==> config.mk <==
export PLATFORM = sky130hd
export DESIGN_NAME = grid_boundary_quad_generator_core
export DESIGN_NICKNAME = d
export VERILOG_FILES = /design/src/sv/gbqg_pkg.sv /design/src/sv/gbqg_fifo.sv /design/src/sv/gbqg_front.sv /design/src/sv/gbqg_back.sv /design/src/sv/grid_boundary_quad_generator_core.sv
export SDC_FILE = /design/constraint.sdc
export NUM_CORES = 2
export LEC_CHECK = 0
export BUFFER_PORTS_ARGS = -buffer_cell sky130_fd_sc_hd__buf_4
export CORE_UTILIZATION = 35
export CTS_CLUSTER_DIAMETER = 150
export CTS_CLUSTER_SIZE = 8
export DETAILED_ROUTE_END_ITERATION = 8
export PLACE_DENSITY = 0.53
export SYNTH_ARGS = -nofsm -noshare
export SYNTH_HDL_FRONTEND = slang
export SYNTH_SLANG_ARGS = --single-unit
==> constraint.sdc <==
create_clock -name clock -period 7.1 [get_ports clock]
set_input_delay 0.355 -clock clock [delete_from_list [all_inputs] [get_ports clock]]
set_output_delay 0.355 -clock clock [all_outputs]
set_load 0.005 [all_outputs]
==> src/sv/gbqg_pkg.sv <==
// Shared constants, codes and types of the grid boundary quad generator.
`default_nettype none

package gbqg_pkg;

   // Fixed field widths of the external interface.
   localparam int IDX_W      = 30;
   localparam int CFG_W      = 11;
   localparam int FACE_W     = 3;
   localparam int CSR_DATA_W = 32;
   localparam int CSR_ADDR_W = 4;

   // Default bound on the node count of one axis.
   localparam int MAX_NODES_DEFAULT = 1024;

   // Queue depths between the parts of the block.
   localparam int MID_DEPTH = 4;
   localparam int OUT_DEPTH = 4;

   // Register indexes on the configuration port.
   localparam logic [1:0] REG_NODES_X = 2'd0;
   localparam logic [1:0] REG_NODES_Y = 2'd1;
   localparam logic [1:0] REG_NODES_Z = 2'd2;

   // Face codes as carried on the result port.
   localparam logic [FACE_W-1:0] FACE_ZMIN  = 3'd0;
   localparam logic [FACE_W-1:0] FACE_ZMAX  = 3'd1;
   localparam logic [FACE_W-1:0] FACE_XMIN  = 3'd2;
   localparam logic [FACE_W-1:0] FACE_XMAX  = 3'd3;
   localparam logic [FACE_W-1:0] FACE_YMIN  = 3'd4;
   localparam logic [FACE_W-1:0] FACE_YMAX  = 3'd5;
   localparam logic [FACE_W-1:0] FACE_PLANE = 3'd6;

   // Step in linear index from the first corner towards a neighbour:
   // one along x, one row (nodes_x) along y, one plane (nodes_x*nodes_y) along z.
   typedef enum logic [1:0] {
      STRIDE_ONE,
      STRIDE_ROW,
      STRIDE_PLANE
   } stride_sel_type;

   // Control part of a classified quad travelling from front to back.
   typedef struct packed {
      stride_sel_type          stride_b;
      stride_sel_type          stride_d;
      logic [FACE_W-1:0]       face_id;
      logic                    last;
   } quad_ctl_type;

   localparam int CTL_W = $bits(quad_ctl_type);

endpackage

`default_nettype wire

==> src/sv/gbqg_fifo.sv <==
// Small first-in first-out queue of fixed-width words.
`default_nettype none

module gbqg_fifo #(
   parameter int WIDTH = 8,
   parameter int DEPTH = 4
) (
   input  wire logic             clock,
   input  wire logic             reset,
   input  wire logic             push,
   input  wire logic [WIDTH-1:0] wdata,
   input  wire logic             pop,
   output logic      [WIDTH-1:0] rdata,
   output logic                  full,
   output logic                  empty
);

   localparam int PW   = (DEPTH > 1) ? $clog2(DEPTH) : 1;
   localparam int CNTW = $clog2(DEPTH + 1);

   logic [WIDTH-1:0] mem_ff [DEPTH];
   logic [PW-1:0]    wr_ptr_ff, wr_ptr_in;
   logic [PW-1:0]    rd_ptr_ff, rd_ptr_in;
   logic [CNTW-1:0]  count_ff, count_in;

   always_comb begin
      wr_ptr_in = wr_ptr_ff;
      rd_ptr_in = rd_ptr_ff;
      count_in  = count_ff;
      if (push) begin
         wr_ptr_in = (wr_ptr_ff == PW'(DEPTH - 1)) ? '0 : wr_ptr_ff + 1'b1;
      end
      if (pop) begin
         rd_ptr_in = (rd_ptr_ff == PW'(DEPTH - 1)) ? '0 : rd_ptr_ff + 1'b1;
      end
      if (push && !pop) begin
         count_in = count_ff + 1'b1;
      end else if (pop && !push) begin
         count_in = count_ff - 1'b1;
      end
   end

   always_ff @(posedge clock) begin
      if (reset) begin
         wr_ptr_ff <= '0;
         rd_ptr_ff <= '0;
         count_ff  <= '0;
      end else begin
         wr_ptr_ff <= wr_ptr_in;
         rd_ptr_ff <= rd_ptr_in;
         count_ff  <= count_in;
      end
   end

   always_ff @(posedge clock) begin
      if (push) begin
         mem_ff[wr_ptr_ff] <= wdata;
      end
   end

   assign rdata = mem_ff[rd_ptr_ff];
   assign full  = (count_ff == CNTW'(DEPTH));
   assign empty = (count_ff == '0);

   a_no_push_when_full : assert property (@(posedge clock) disable iff (reset)
      !(push && full))
      else $error("queue written while full");

   a_no_pop_when_empty : assert property (@(posedge clock) disable iff (reset)
      !(pop && empty))
      else $error("queue read while empty");

   a_count_up : assert property (@(posedge clock) disable iff (reset)
      (push && !pop) |=> (count_ff == $past(count_ff) + 1'b1))
      else $error("fill count did not rise on a lone write");

   a_count_down : assert property (@(posedge clock) disable iff (reset)
      (pop && !push) |=> (count_ff == $past(count_ff) - 1'b1))
      else $error("fill count did not fall on a lone read");

endmodule

`default_nettype wire

==> src/sv/gbqg_front.sv <==
// Sweep sequencer: takes request words, walks the face counters and classifies each quad.
`default_nettype none

module gbqg_front #(
   parameter int MAX_NODES = gbqg_pkg::MAX_NODES_DEFAULT,
   localparam int CW = $clog2(MAX_NODES),
   localparam int NW = $clog2(MAX_NODES + 1)
) (
   input  wire logic                 clock,
   input  wire logic                 reset,
   input  wire logic                 item_valid,
   input  wire logic                 start,
   input  wire logic [NW-1:0]        nodes_x,
   input  wire logic [NW-1:0]        nodes_y,
   input  wire logic [NW-1:0]        nodes_z,
   output logic                      quad_valid,
   output logic      [CW-1:0]        base_x,
   output logic      [CW-1:0]        base_y,
   output logic      [CW-1:0]        base_z,
   output gbqg_pkg::quad_ctl_type    quad_ctl
);

   import gbqg_pkg::*;

   logic                active_ff, active_in;
   logic [FACE_W-1:0]   face_ff, face_in;
   logic [CW-1:0]       outer_ff, outer_in;
   logic [CW-1:0]       inner_ff, inner_in;

   logic                is3d;
   logic                active_cur;
   logic [FACE_W-1:0]   face_cur, face_sel;
   logic [CW-1:0]       outer_cur, inner_cur;
   logic [NW-1:0]       xm1, ym1, zm1;
   logic [NW-1:0]       lim_outer, lim_inner;
   logic                empty_plane, emit;
   logic [NW:0]         inner_inc, outer_inc;
   logic                end_inner, end_outer, last;
   logic [FACE_W-1:0]   face_next;
   logic [CW-1:0]       outer_next, inner_next;

   always_comb begin
      xm1  = nodes_x - 1'b1;
      ym1  = nodes_y - 1'b1;
      zm1  = nodes_z - 1'b1;
      is3d = (nodes_x > NW'(1)) && (nodes_y > NW'(1)) && (nodes_z > NW'(1));

      // A start word restarts the sweep at its first quad on the same word.
      active_cur = start | active_ff;
      face_cur   = start ? (is3d ? FACE_ZMIN : FACE_PLANE) : face_ff;
      outer_cur  = start ? '0 : outer_ff;
      inner_cur  = start ? '0 : inner_ff;

      if (!is3d) begin
         face_sel = FACE_PLANE;
      end else if (face_cur > FACE_YMAX) begin
         face_sel = FACE_YMAX;
      end else begin
         face_sel = face_cur;
      end

      lim_outer = zm1;
      lim_inner = xm1;
      base_x    = inner_cur;
      base_y    = outer_cur;
      base_z    = '0;
      quad_ctl.stride_b = STRIDE_ONE;
      quad_ctl.stride_d = STRIDE_ROW;
      unique case (face_sel)
         FACE_ZMIN: begin
            lim_outer = ym1;  lim_inner = xm1;
            base_x = inner_cur;  base_y = outer_cur;  base_z = '0;
            quad_ctl.stride_b = STRIDE_ROW;  quad_ctl.stride_d = STRIDE_ONE;
         end
         FACE_ZMAX: begin
            lim_outer = ym1;  lim_inner = xm1;
            base_x = inner_cur;  base_y = outer_cur;  base_z = CW'(zm1);
            quad_ctl.stride_b = STRIDE_ONE;  quad_ctl.stride_d = STRIDE_ROW;
         end
         FACE_XMIN: begin
            lim_outer = zm1;  lim_inner = ym1;
            base_x = '0;  base_y = inner_cur;  base_z = outer_cur;
            quad_ctl.stride_b = STRIDE_PLANE;  quad_ctl.stride_d = STRIDE_ROW;
         end
         FACE_XMAX: begin
            lim_outer = zm1;  lim_inner = ym1;
            base_x = CW'(xm1);  base_y = inner_cur;  base_z = outer_cur;
            quad_ctl.stride_b = STRIDE_ROW;  quad_ctl.stride_d = STRIDE_PLANE;
         end
         FACE_YMIN: begin
            lim_outer = zm1;  lim_inner = xm1;
            base_x = inner_cur;  base_y = '0;  base_z = outer_cur;
            quad_ctl.stride_b = STRIDE_ONE;  quad_ctl.stride_d = STRIDE_PLANE;
         end
         FACE_YMAX: begin
            lim_outer = zm1;  lim_inner = xm1;
            base_x = inner_cur;  base_y = CW'(ym1);  base_z = outer_cur;
            quad_ctl.stride_b = STRIDE_PLANE;  quad_ctl.stride_d = STRIDE_ONE;
         end
         default: begin
            // Single plane: the first flat axis in the order z, y, x picks it.
            if (nodes_z == NW'(1)) begin
               lim_outer = ym1;  lim_inner = xm1;
               base_x = inner_cur;  base_y = outer_cur;  base_z = '0;
               quad_ctl.stride_b = STRIDE_ONE;  quad_ctl.stride_d = STRIDE_ROW;
            end else if (nodes_y == NW'(1)) begin
               lim_outer = zm1;  lim_inner = xm1;
               base_x = inner_cur;  base_y = '0;  base_z = outer_cur;
               quad_ctl.stride_b = STRIDE_ONE;  quad_ctl.stride_d = STRIDE_PLANE;
            end else begin
               lim_outer = zm1;  lim_inner = ym1;
               base_x = '0;  base_y = inner_cur;  base_z = outer_cur;
               quad_ctl.stride_b = STRIDE_ROW;  quad_ctl.stride_d = STRIDE_PLANE;
            end
         end
      endcase

      empty_plane = (lim_outer == '0) || (lim_inner == '0);
      emit        = active_cur && !empty_plane;

      // A counter already past a shrunken bound also ends its loop.
      inner_inc = (NW + 1)'(inner_cur) + 1'b1;
      outer_inc = (NW + 1)'(outer_cur) + 1'b1;
      end_inner = (inner_inc >= (NW + 1)'(lim_inner));
      end_outer = (outer_inc >= (NW + 1)'(lim_outer));
      last      = (face_sel >= FACE_YMAX) && end_outer && end_inner;

      quad_ctl.face_id = face_sel;
      quad_ctl.last    = last;

      face_next  = face_sel;
      outer_next = outer_cur;
      inner_next = CW'(inner_inc);
      if (end_inner) begin
         inner_next = '0;
         if (end_outer) begin
            outer_next = '0;
            face_next  = face_sel + 1'b1;
         end else begin
            outer_next = CW'(outer_inc);
         end
      end

      active_in = active_cur && !empty_plane && !last;
      face_in   = emit ? face_next  : face_cur;
      outer_in  = emit ? outer_next : outer_cur;
      inner_in  = emit ? inner_next : inner_cur;

      quad_valid = item_valid && emit;
   end

   always_ff @(posedge clock) begin
      if (reset) begin
         active_ff <= 1'b0;
         face_ff   <= '0;
         outer_ff  <= '0;
         inner_ff  <= '0;
      end else if (item_valid) begin
         active_ff <= active_in;
         face_ff   <= face_in;
         outer_ff  <= outer_in;
         inner_ff  <= inner_in;
      end
   end

endmodule

`default_nettype wire

==> src/sv/gbqg_back.sv <==
// Index pipeline: turns a classified quad into four linear vertex indices.
`default_nettype none

module gbqg_back #(
   parameter int MAX_NODES = gbqg_pkg::MAX_NODES_DEFAULT,
   localparam int CW = $clog2(MAX_NODES),
   localparam int NW = $clog2(MAX_NODES + 1)
) (
   input  wire logic                          clock,
   input  wire logic                          reset,
   input  wire logic                          head_valid,
   input  wire logic [CW-1:0]                 head_x,
   input  wire logic [CW-1:0]                 head_y,
   input  wire logic [CW-1:0]                 head_z,
   input  gbqg_pkg::quad_ctl_type             head_ctl,
   output logic                               head_pop,
   input  wire logic [NW-1:0]                 nodes_x,
   input  wire logic [NW-1:0]                 nodes_y,
   input  wire logic                          out_full,
   output logic                               out_push,
   output logic      [gbqg_pkg::IDX_W-1:0]    corner_a,
   output logic      [gbqg_pkg::IDX_W-1:0]    corner_b,
   output logic      [gbqg_pkg::IDX_W-1:0]    corner_c,
   output logic      [gbqg_pkg::IDX_W-1:0]    corner_d,
   output logic      [gbqg_pkg::FACE_W-1:0]   face_id,
   output logic                               last
);

   import gbqg_pkg::*;

   function automatic logic [IDX_W-1:0] stride_value(input stride_sel_type sel,
                                                     input logic [IDX_W-1:0] row,
                                                     input logic [IDX_W-1:0] plane);
      logic [IDX_W-1:0] v;
      begin
         unique case (sel)
            STRIDE_ONE:   v = IDX_W'(1);
            STRIDE_ROW:   v = row;
            STRIDE_PLANE: v = plane;
            default:      v = IDX_W'(1);
         endcase
         return v;
      end
   endfunction

   logic                 en;

   // First stage: row product and plane size.
   logic                 a_valid_ff;
   logic [CW-1:0]        a_x_ff, a_z_ff;
   logic [CW+NW-1:0]     a_yx_ff, a_yx_in;
   logic [2*NW-1:0]      a_xy_ff, a_xy_in;
   quad_ctl_type         a_ctl_ff;

   // Second stage: first corner and the two neighbour strides.
   logic                 b_valid_ff;
   logic [CW+2*NW-1:0]   b_zxy;
   logic [IDX_W-1:0]     b_base_ff, b_base_in;
   logic [IDX_W-1:0]     b_sb_ff, b_sb_in;
   logic [IDX_W-1:0]     b_sd_ff, b_sd_in;
   quad_ctl_type         b_ctl_ff;

   always_comb begin
      en       = !out_full;
      head_pop = en && head_valid;
      out_push = en && b_valid_ff;

      a_yx_in = head_y * nodes_x;
      a_xy_in = nodes_x * nodes_y;

      b_zxy     = a_z_ff * a_xy_ff;
      b_base_in = IDX_W'(a_x_ff) + IDX_W'(a_yx_ff) + IDX_W'(b_zxy);
      b_sb_in   = stride_value(a_ctl_ff.stride_b, IDX_W'(nodes_x), IDX_W'(a_xy_ff));
      b_sd_in   = stride_value(a_ctl_ff.stride_d, IDX_W'(nodes_x), IDX_W'(a_xy_ff));

      corner_a = b_base_ff;
      corner_b = b_base_ff + b_sb_ff;
      corner_c = b_base_ff + b_sb_ff + b_sd_ff;
      corner_d = b_base_ff + b_sd_ff;
      face_id  = b_ctl_ff.face_id;
      last     = b_ctl_ff.last;
   end

   always_ff @(posedge clock) begin
      if (reset) begin
         a_valid_ff <= 1'b0;
         b_valid_ff <= 1'b0;
      end else if (en) begin
         a_valid_ff <= head_valid;
         b_valid_ff <= a_valid_ff;
      end
   end

   always_ff @(posedge clock) begin
      if (en) begin
         a_x_ff    <= head_x;
         a_z_ff    <= head_z;
         a_yx_ff   <= a_yx_in;
         a_xy_ff   <= a_xy_in;
         a_ctl_ff  <= head_ctl;
         b_base_ff <= b_base_in;
         b_sb_ff   <= b_sb_in;
         b_sd_ff   <= b_sd_in;
         b_ctl_ff  <= a_ctl_ff;
      end
   end

endmodule

`default_nettype wire

==> src/sv/grid_boundary_quad_generator_core.sv <==
// The result word for an accepted request word passes through the middle queue, the back
// stages and the result queue before it shows on the result ports.
// Throughput: one request word and one result word per cycle, sustained while the consumer pops.
// A request word that causes no result (idle advance, empty plane) leaves nothing behind.
// Reset is synchronous and active high: the sweep goes idle, all queues empty and every
// node count register returns to one.
// Top level of the grid boundary quad generator: register file, sweep front, index back.
`default_nettype none

module grid_boundary_quad_generator_core #(
   parameter int MAX_NODES = gbqg_pkg::MAX_NODES_DEFAULT
) (
   input  wire logic                               clock,
   input  wire logic                               reset,

   input  wire logic                               req_push,
   output logic                                    req_full,
   input  wire logic                               req_start_req,

   output logic                                    rsp_empty,
   input  wire logic                               rsp_pop,
   output logic      [gbqg_pkg::IDX_W-1:0]         rsp_corner_a,
   output logic      [gbqg_pkg::IDX_W-1:0]         rsp_corner_b,
   output logic      [gbqg_pkg::IDX_W-1:0]         rsp_corner_c,
   output logic      [gbqg_pkg::IDX_W-1:0]         rsp_corner_d,
   output logic      [gbqg_pkg::FACE_W-1:0]        rsp_face_id,
   output logic                                    rsp_last,

   input  wire logic                               csr_psel,
   input  wire logic                               csr_penable,
   input  wire logic                               csr_pwrite,
   input  wire logic [gbqg_pkg::CSR_ADDR_W-1:0]    csr_paddr,
   input  wire logic [gbqg_pkg::CSR_DATA_W-1:0]    csr_pwdata,
   output logic      [gbqg_pkg::CSR_DATA_W-1:0]    csr_prdata,
   output logic                                    csr_pready
);

   import gbqg_pkg::*;

   localparam int CW    = $clog2(MAX_NODES);
   localparam int NW    = $clog2(MAX_NODES + 1);
   localparam int EW    = (CFG_W > NW) ? CFG_W : NW;
   localparam int MID_W = 3 * CW + CTL_W;
   localparam int OUT_W = 4 * IDX_W + FACE_W + 1;

   // Count register as written, taken to the count that the sweep works with:
   // zero reads as one node and anything above the bound as the bound.
   function automatic logic [NW-1:0] eff_count(input logic [CFG_W-1:0] v);
      logic [EW-1:0] w;
      logic [NW-1:0] r;
      begin
         w = EW'(v);
         if (v == '0) begin
            r = NW'(1);
         end else if (w > EW'(MAX_NODES)) begin
            r = NW'(MAX_NODES);
         end else begin
            r = NW'(w);
         end
         return r;
      end
   endfunction

   // ---------------------------------------------------------------------
   // Configuration registers. Every write completes in its access cycle,
   // so pready is tied high. Words are at byte addresses 0, 4 and 8; a
   // write to any other register slot is dropped and reads back as zero.
   // ---------------------------------------------------------------------
   logic [CFG_W-1:0] nodes_x_ff, nodes_y_ff, nodes_z_ff;
   logic [1:0]       csr_index;
   logic             csr_write;

   assign csr_pready = 1'b1;
   assign csr_index  = csr_paddr[CSR_ADDR_W-1:2];
   assign csr_write  = csr_psel && csr_penable && csr_pwrite && csr_pready;

   always_ff @(posedge clock) begin
      if (reset) begin
         nodes_x_ff <= CFG_W'(1);
         nodes_y_ff <= CFG_W'(1);
         nodes_z_ff <= CFG_W'(1);
      end else if (csr_write) begin
         unique case (csr_index)
            REG_NODES_X: nodes_x_ff <= csr_pwdata[CFG_W-1:0];
            REG_NODES_Y: nodes_y_ff <= csr_pwdata[CFG_W-1:0];
            REG_NODES_Z: nodes_z_ff <= csr_pwdata[CFG_W-1:0];
            default: begin
            end
         endcase
      end
   end

   always_comb begin
      unique case (csr_index)
         REG_NODES_X: csr_prdata = CSR_DATA_W'(nodes_x_ff);
         REG_NODES_Y: csr_prdata = CSR_DATA_W'(nodes_y_ff);
         REG_NODES_Z: csr_prdata = CSR_DATA_W'(nodes_z_ff);
         default:     csr_prdata = '0;
      endcase
   end

   // Effective counts feed both halves. The user must change configuration only while
   // no result is outstanding; the block does not enforce it and the back half uses them live.
   logic [NW-1:0] eff_x, eff_y, eff_z;

   assign eff_x = eff_count(nodes_x_ff);
   assign eff_y = eff_count(nodes_y_ff);
   assign eff_z = eff_count(nodes_z_ff);

   // ---------------------------------------------------------------------
   // Front half. It holds the sweep position and, for every request word,
   // decides in the same cycle whether a quad comes out, which face it is
   // on, where its first corner lies and in which directions the other
   // corners sit. Request words are taken whenever the middle queue has room.
   // ---------------------------------------------------------------------
   logic          mid_full, mid_empty, mid_pop;
   logic          item_valid;
   logic          quad_valid;
   logic [CW-1:0] quad_x, quad_y, quad_z;
   quad_ctl_type  quad_ctl;

   assign req_full   = mid_full;
   assign item_valid = req_push && !mid_full;

   gbqg_front #(
      .MAX_NODES (MAX_NODES)
   ) u_front (
      .clock      (clock),
      .reset      (reset),
      .item_valid (item_valid),
      .start      (req_start_req),
      .nodes_x    (eff_x),
      .nodes_y    (eff_y),
      .nodes_z    (eff_z),
      .quad_valid (quad_valid),
      .base_x     (quad_x),
      .base_y     (quad_y),
      .base_z     (quad_z),
      .quad_ctl   (quad_ctl)
   );

   // Middle queue: classified quads wait here so that a stalled consumer
   // does not stop the front from taking further request words.
   logic [MID_W-1:0] mid_rdata;
   logic [CW-1:0]    head_x, head_y, head_z;
   quad_ctl_type     head_ctl;

   gbqg_fifo #(
      .WIDTH (MID_W),
      .DEPTH (MID_DEPTH)
   ) u_mid_queue (
      .clock (clock),
      .reset (reset),
      .push  (quad_valid),
      .wdata ({quad_x, quad_y, quad_z, quad_ctl}),
      .pop   (mid_pop),
      .rdata (mid_rdata),
      .full  (mid_full),
      .empty (mid_empty)
   );

   assign {head_x, head_y, head_z, head_ctl} = mid_rdata;

   // ---------------------------------------------------------------------
   // Back half. Two registered stages: the first forms y*nodes_x and the
   // plane size nodes_x*nodes_y, the second adds z times the plane size to
   // give the first corner. The other three corners are that index plus
   // one or both neighbour strides, formed on the way into the result queue.
   // The whole pipeline holds while the result queue is full.
   // ---------------------------------------------------------------------
   logic                 out_full, out_push;
   logic [IDX_W-1:0]     back_a, back_b, back_c, back_d;
   logic [FACE_W-1:0]    back_face;
   logic                 back_last;

   gbqg_back #(
      .MAX_NODES (MAX_NODES)
   ) u_back (
      .clock      (clock),
      .reset      (reset),
      .head_valid (!mid_empty),
      .head_x     (head_x),
      .head_y     (head_y),
      .head_z     (head_z),
      .head_ctl   (head_ctl),
      .head_pop   (mid_pop),
      .nodes_x    (eff_x),
      .nodes_y    (eff_y),
      .out_full   (out_full),
      .out_push   (out_push),
      .corner_a   (back_a),
      .corner_b   (back_b),
      .corner_c   (back_c),
      .corner_d   (back_d),
      .face_id    (back_face),
      .last       (back_last)
   );

   // Result queue: the oldest finished quad is shown while rsp_empty is low.
   logic [OUT_W-1:0] out_rdata;
   logic             out_pop;

   assign out_pop = rsp_pop && !rsp_empty;

   gbqg_fifo #(
      .WIDTH (OUT_W),
      .DEPTH (OUT_DEPTH)
   ) u_out_queue (
      .clock (clock),
      .reset (reset),
      .push  (out_push),
      .wdata ({back_a, back_b, back_c, back_d, back_face, back_last}),
      .pop   (out_pop),
      .rdata (out_rdata),
      .full  (out_full),
      .empty (rsp_empty)
   );

   assign {rsp_corner_a, rsp_corner_b, rsp_corner_c, rsp_corner_d,
           rsp_face_id, rsp_last} = out_rdata;

endmodule

`default_nettype wire

==> impl_metrics.ini <==
[clocking]
htreeDepth = 3
cts_tree = yes
clkTransAtPathRegs_ps = 50
clock_path_buffers = 3
cts.sinks = 874
root_buffer = clkbuf_16
insertion_delay_ps = 730
postCtsSetupRepairBufs = 0
numCtsBuffers = 119

[detailed_routing]
via_per_inst = 5.09
antenna_left = 0
drc = 0
vias = 33400
wl_microns = 134000
drt_iter0_drc = 2379
wl_per_cell_microns = 20.4
drt-pass1-iter-count = 6

[power_and_ir_drop]
p_int_w = 0.0173
p_sw_w = 0.0115
leakage_nw = 23.2
p_clk_share_pct = 17.9
seqPwrFrac_pct = 31.0
switching_share_pct = 40.0
ir_drop_mv = 0.713
power_w = 0.0288
p_comb_share_pct = 51.2
power_density_nw_per_um2 = 474

[grt]
grt.overflow.total = 0
grt_util_all_layers_pct = 17.5
grt_max_degree = 125
antenna_found_initial = 3
grt_pass1_vias = 34700
grt_pass1_wl_microns = 206000

[synthesis]
synth.area.top_cells = edfxtp_1 45%, fa_1 13%, ha_1 7.1%
ys_seq_area_share_pct = 47.6
synth_compound_area_share_pct = 7.00
async_flop_share_pct = 0
synth_area_sq_um = 53500
synth_fa_ha_area_share_pct = 19.7
synth_top_family_by_area = adder cells
synth_xor_area_share_pct = 2.80
synth_top_cell_by_area = edfxtp_1
synth_edf_count = 797
yosys.area_share.simple_pct = 10.6
synthFlopType = edfxtp_1
synth_top_area_share_pct = 44.8
synthMuxAreaShare_pct = 7.62
synth.distinct_cells = 95
ys_ff_latch = 874
synth_area_per_cell_sq_um = 12.5
netlist_instances = 4283
synth_warnings = 0

[worst_setup_path]
cp-end-kind = flop
worstPathMaxFanout = 4
worstSetupPathType = flop to flop
cp_data_required_time_ps = 7530
cp.arrival_ps = 7070
startpoint_type = flop

[layout]
fill_cells = 14400
synthToLayoutAreaGrowth_pct = 13.6
nets = 5170
drive_above_1_share_pct = 13.2
antenna_cells = 0
final_cells = 6555
utilization_pct = 40.0

[floorplanning]
dieArea_sq_um = 154000
pin_count = 203
rows = 143
core-area_sq_um = 152000
die_h_microns = 393
start_util_pct = 35.2
die_x_microns = 393

[sta]
hold_viol_final = 0
max_slew_margin_pct = 20.1
setup_viol = 0
whs_ps = 137
skew_ps = 49.3
tns_ps = 0
tightest_slew_ps = 1190
period_needed_ps = 6640
slew_violations = 0
max_freq_ghz = 0.151
post-route-period-util_pct = 93.5

[status]
status = complete, no violations

[placed_design]
hpwl_microns = 95600
placed_cells = 6385
place_congestion = 0.888
portBuffers = 157

[job]
drv_cap = 0

[hold_path]
hp-class = primary input to flop
==> layout by cell type (no fill, tap or decap), types with 24 or more instances in the layout <==
| cell | instances |
|---|---|
| a21o_1 | 33 |
| a21oi_1 | 148 |
| a22oi_1 | 29 |
| and2_1 | 148 |
| and3_1 | 24 |
| buf_4 | 247 |
| clkbuf_1 | 33 |
| clkbuf_16 | 120 |
| dfxtp_1 | 73 |
| edfxtp_1 | 797 |
| fa_1 | 335 |
| ha_1 | 304 |
| inv_1 | 419 |
| mux2i_1 | 45 |
| mux4_2 | 158 |
| nand2_1 | 410 |
| nand3_1 | 51 |
| nor2_1 | 308 |
| nor2b_1 | 56 |
| nor3_1 | 57 |
| o21a_1 | 32 |
| o21ai_0 | 100 |
| or3_1 | 27 |
| xnor2_1 | 120 |
| xor2_1 | 51 |
==> cells by family (layout without fill, tap and decap cells) <==
logic type	after synthesis	after routing
AND/OR/NAND/NOR	1193	1193
flip-flops	874	874
adder cells (fa/ha/maj)	639	639
buffers and inverters	629	851
AO/OA/AOI/OAI	566	566
multiplexers	209	209
XOR/XNOR	171	171
other	2	22
==> worst max-delay path, cell delays in order (launching register included) <==
cell and delay (ps):
edfxtp_1 360, ha_1 240, fa_1 400, a21o_1 180, a21oi_1 220, o21bai_1 90, a21oi_1 230, o21bai_1 90
a21oi_1 240, o21bai_1 120, a21oi_2 240, xor2_1 230, fa_1 460, fa_1 550, inv_1 50, fa_1 430
ha_1 330, a21o_1 250, nor3_1 250, a2111oi_2 140, nor3_1 320, nor2_1 160, a2111o_1 430, o31ai_1 260
xnor2_1 90
==> power groups by stage <==
stage | sequential, W | clock (W) | combinational (W)
floorplan | 0.00834 | 0 | 0.0109
global placement | 0.00900 | 0 | 0.0145
detailed placement | 0.00903 | 0 | 0.0148
CTS | 0.00893 | 0.00529 | 0.0149
global route | 0.00902 | 0.00548 | 0.0167
finish | 0.00891 | 0.00514 | 0.0147
==> synthesized netlist by cell type, types with 7 or more instances <==
library cell,number
o211ai_1,13
a31oi_1,17
nand2_1,411
a221oi_1,14
buf_1,25
nor3_1,58
o21a_1,32
a21o_1,33
a22oi_1,29
clkbuf_1,147
a22o_1,17
a21oi_1,149
xnor2_1,120
nor3b_1,8
fa_1,335
buf_4,25
a2111oi_0,9
nor2b_1,56
inv_1,419
edfxtp_1,797
nand4_1,11
o21bai_1,23
mux4_2,158
mux2i_1,45
o21ai_1,10
xor2_1,51
nand2b_1,23
nand3_1,51
and3_1,32
or3_1,27
ha_1,304
or2_2,11
nor4b_1,7
o22ai_1,14
and2_1,148
nor2_1,308
nor4_1,8
dfxtp_1,77
o31ai_1,19
o21ai_0,100
a211oi_1,18
==> metrics by stage <==
| stage | instance area (sq um) | setup WS, ps |
|---|---|---|
| 2_1_floorplan | 53500 | 748 |
| 3_5_place_dp | 57300 | 193 |
| 5_1_grt | 60700 | -10.6 |
| 4_1_cts | 60700 | 121 |
| 3_3_place_gp | 57300 | 220 |
| 6_report | 60700 | 465 |
==> flip-flops by register name, summed over array words and instances (netlist names), 21 cells and up, named ones only <==
signal              cells
u_back.a_xy_ff         22
u_back.a_yx_ff         21
u_back.b_sb_ff         22
u_back.b_sd_ff         22
u_back.corner_a        30
u_mid_queue.mem_ff    152
u_out_queue.mem_ff    496
==> worst paths after layout <==
check,start,to,slack (ps),cells past startpoint
worst max-delay path,u_back.a_yx_ff[0]$_DFFE_PN_,u_back.corner_a[28]$_DFFE_PN_,460,24
worst min-delay path,rsp_pop,flop,140,4
worst max register to register,u_back.a_yx_ff[0]$_DFFE_PN_,u_back.corner_a[28]$_DFFE_PN_,460,24
worst min register to register,u_back.a_ctl_ff[0]$_DFFE_PN_,u_back.last$_DFFE_PN_,420,0
==> metal layers <==
layer  global-route usage, %  part of all wire [%]
met4                    5.26                   2.6
met1                    23.6                    45
met2                    29.3                    47
met3                    2.42                   4.8
met5                       0                     0
==> timing repair <==
item / 4_1_cts / 5_1_grt
hold endpoints to repair: 33 / 0
setup endpoints to repair: 0 / 7
hold buffers: 11 / 0
gates resized for setup: 0 / 4
==> area by class of cell <==
class	count	area, sq um	share of cell area (%)
Inverter	424	1590	2.62
Clock inverter	6	149	0.245
Clock buffer	153	3130	5.15
Tap cell	2030	2540	4.18
Timing Repair Buffer	268	2160	3.57
Sequential cell	874	25500	42.0
Multi-Input combinational cell	2800	25700	42.3
Note: power is estimated with default switching activity, not from simulation.
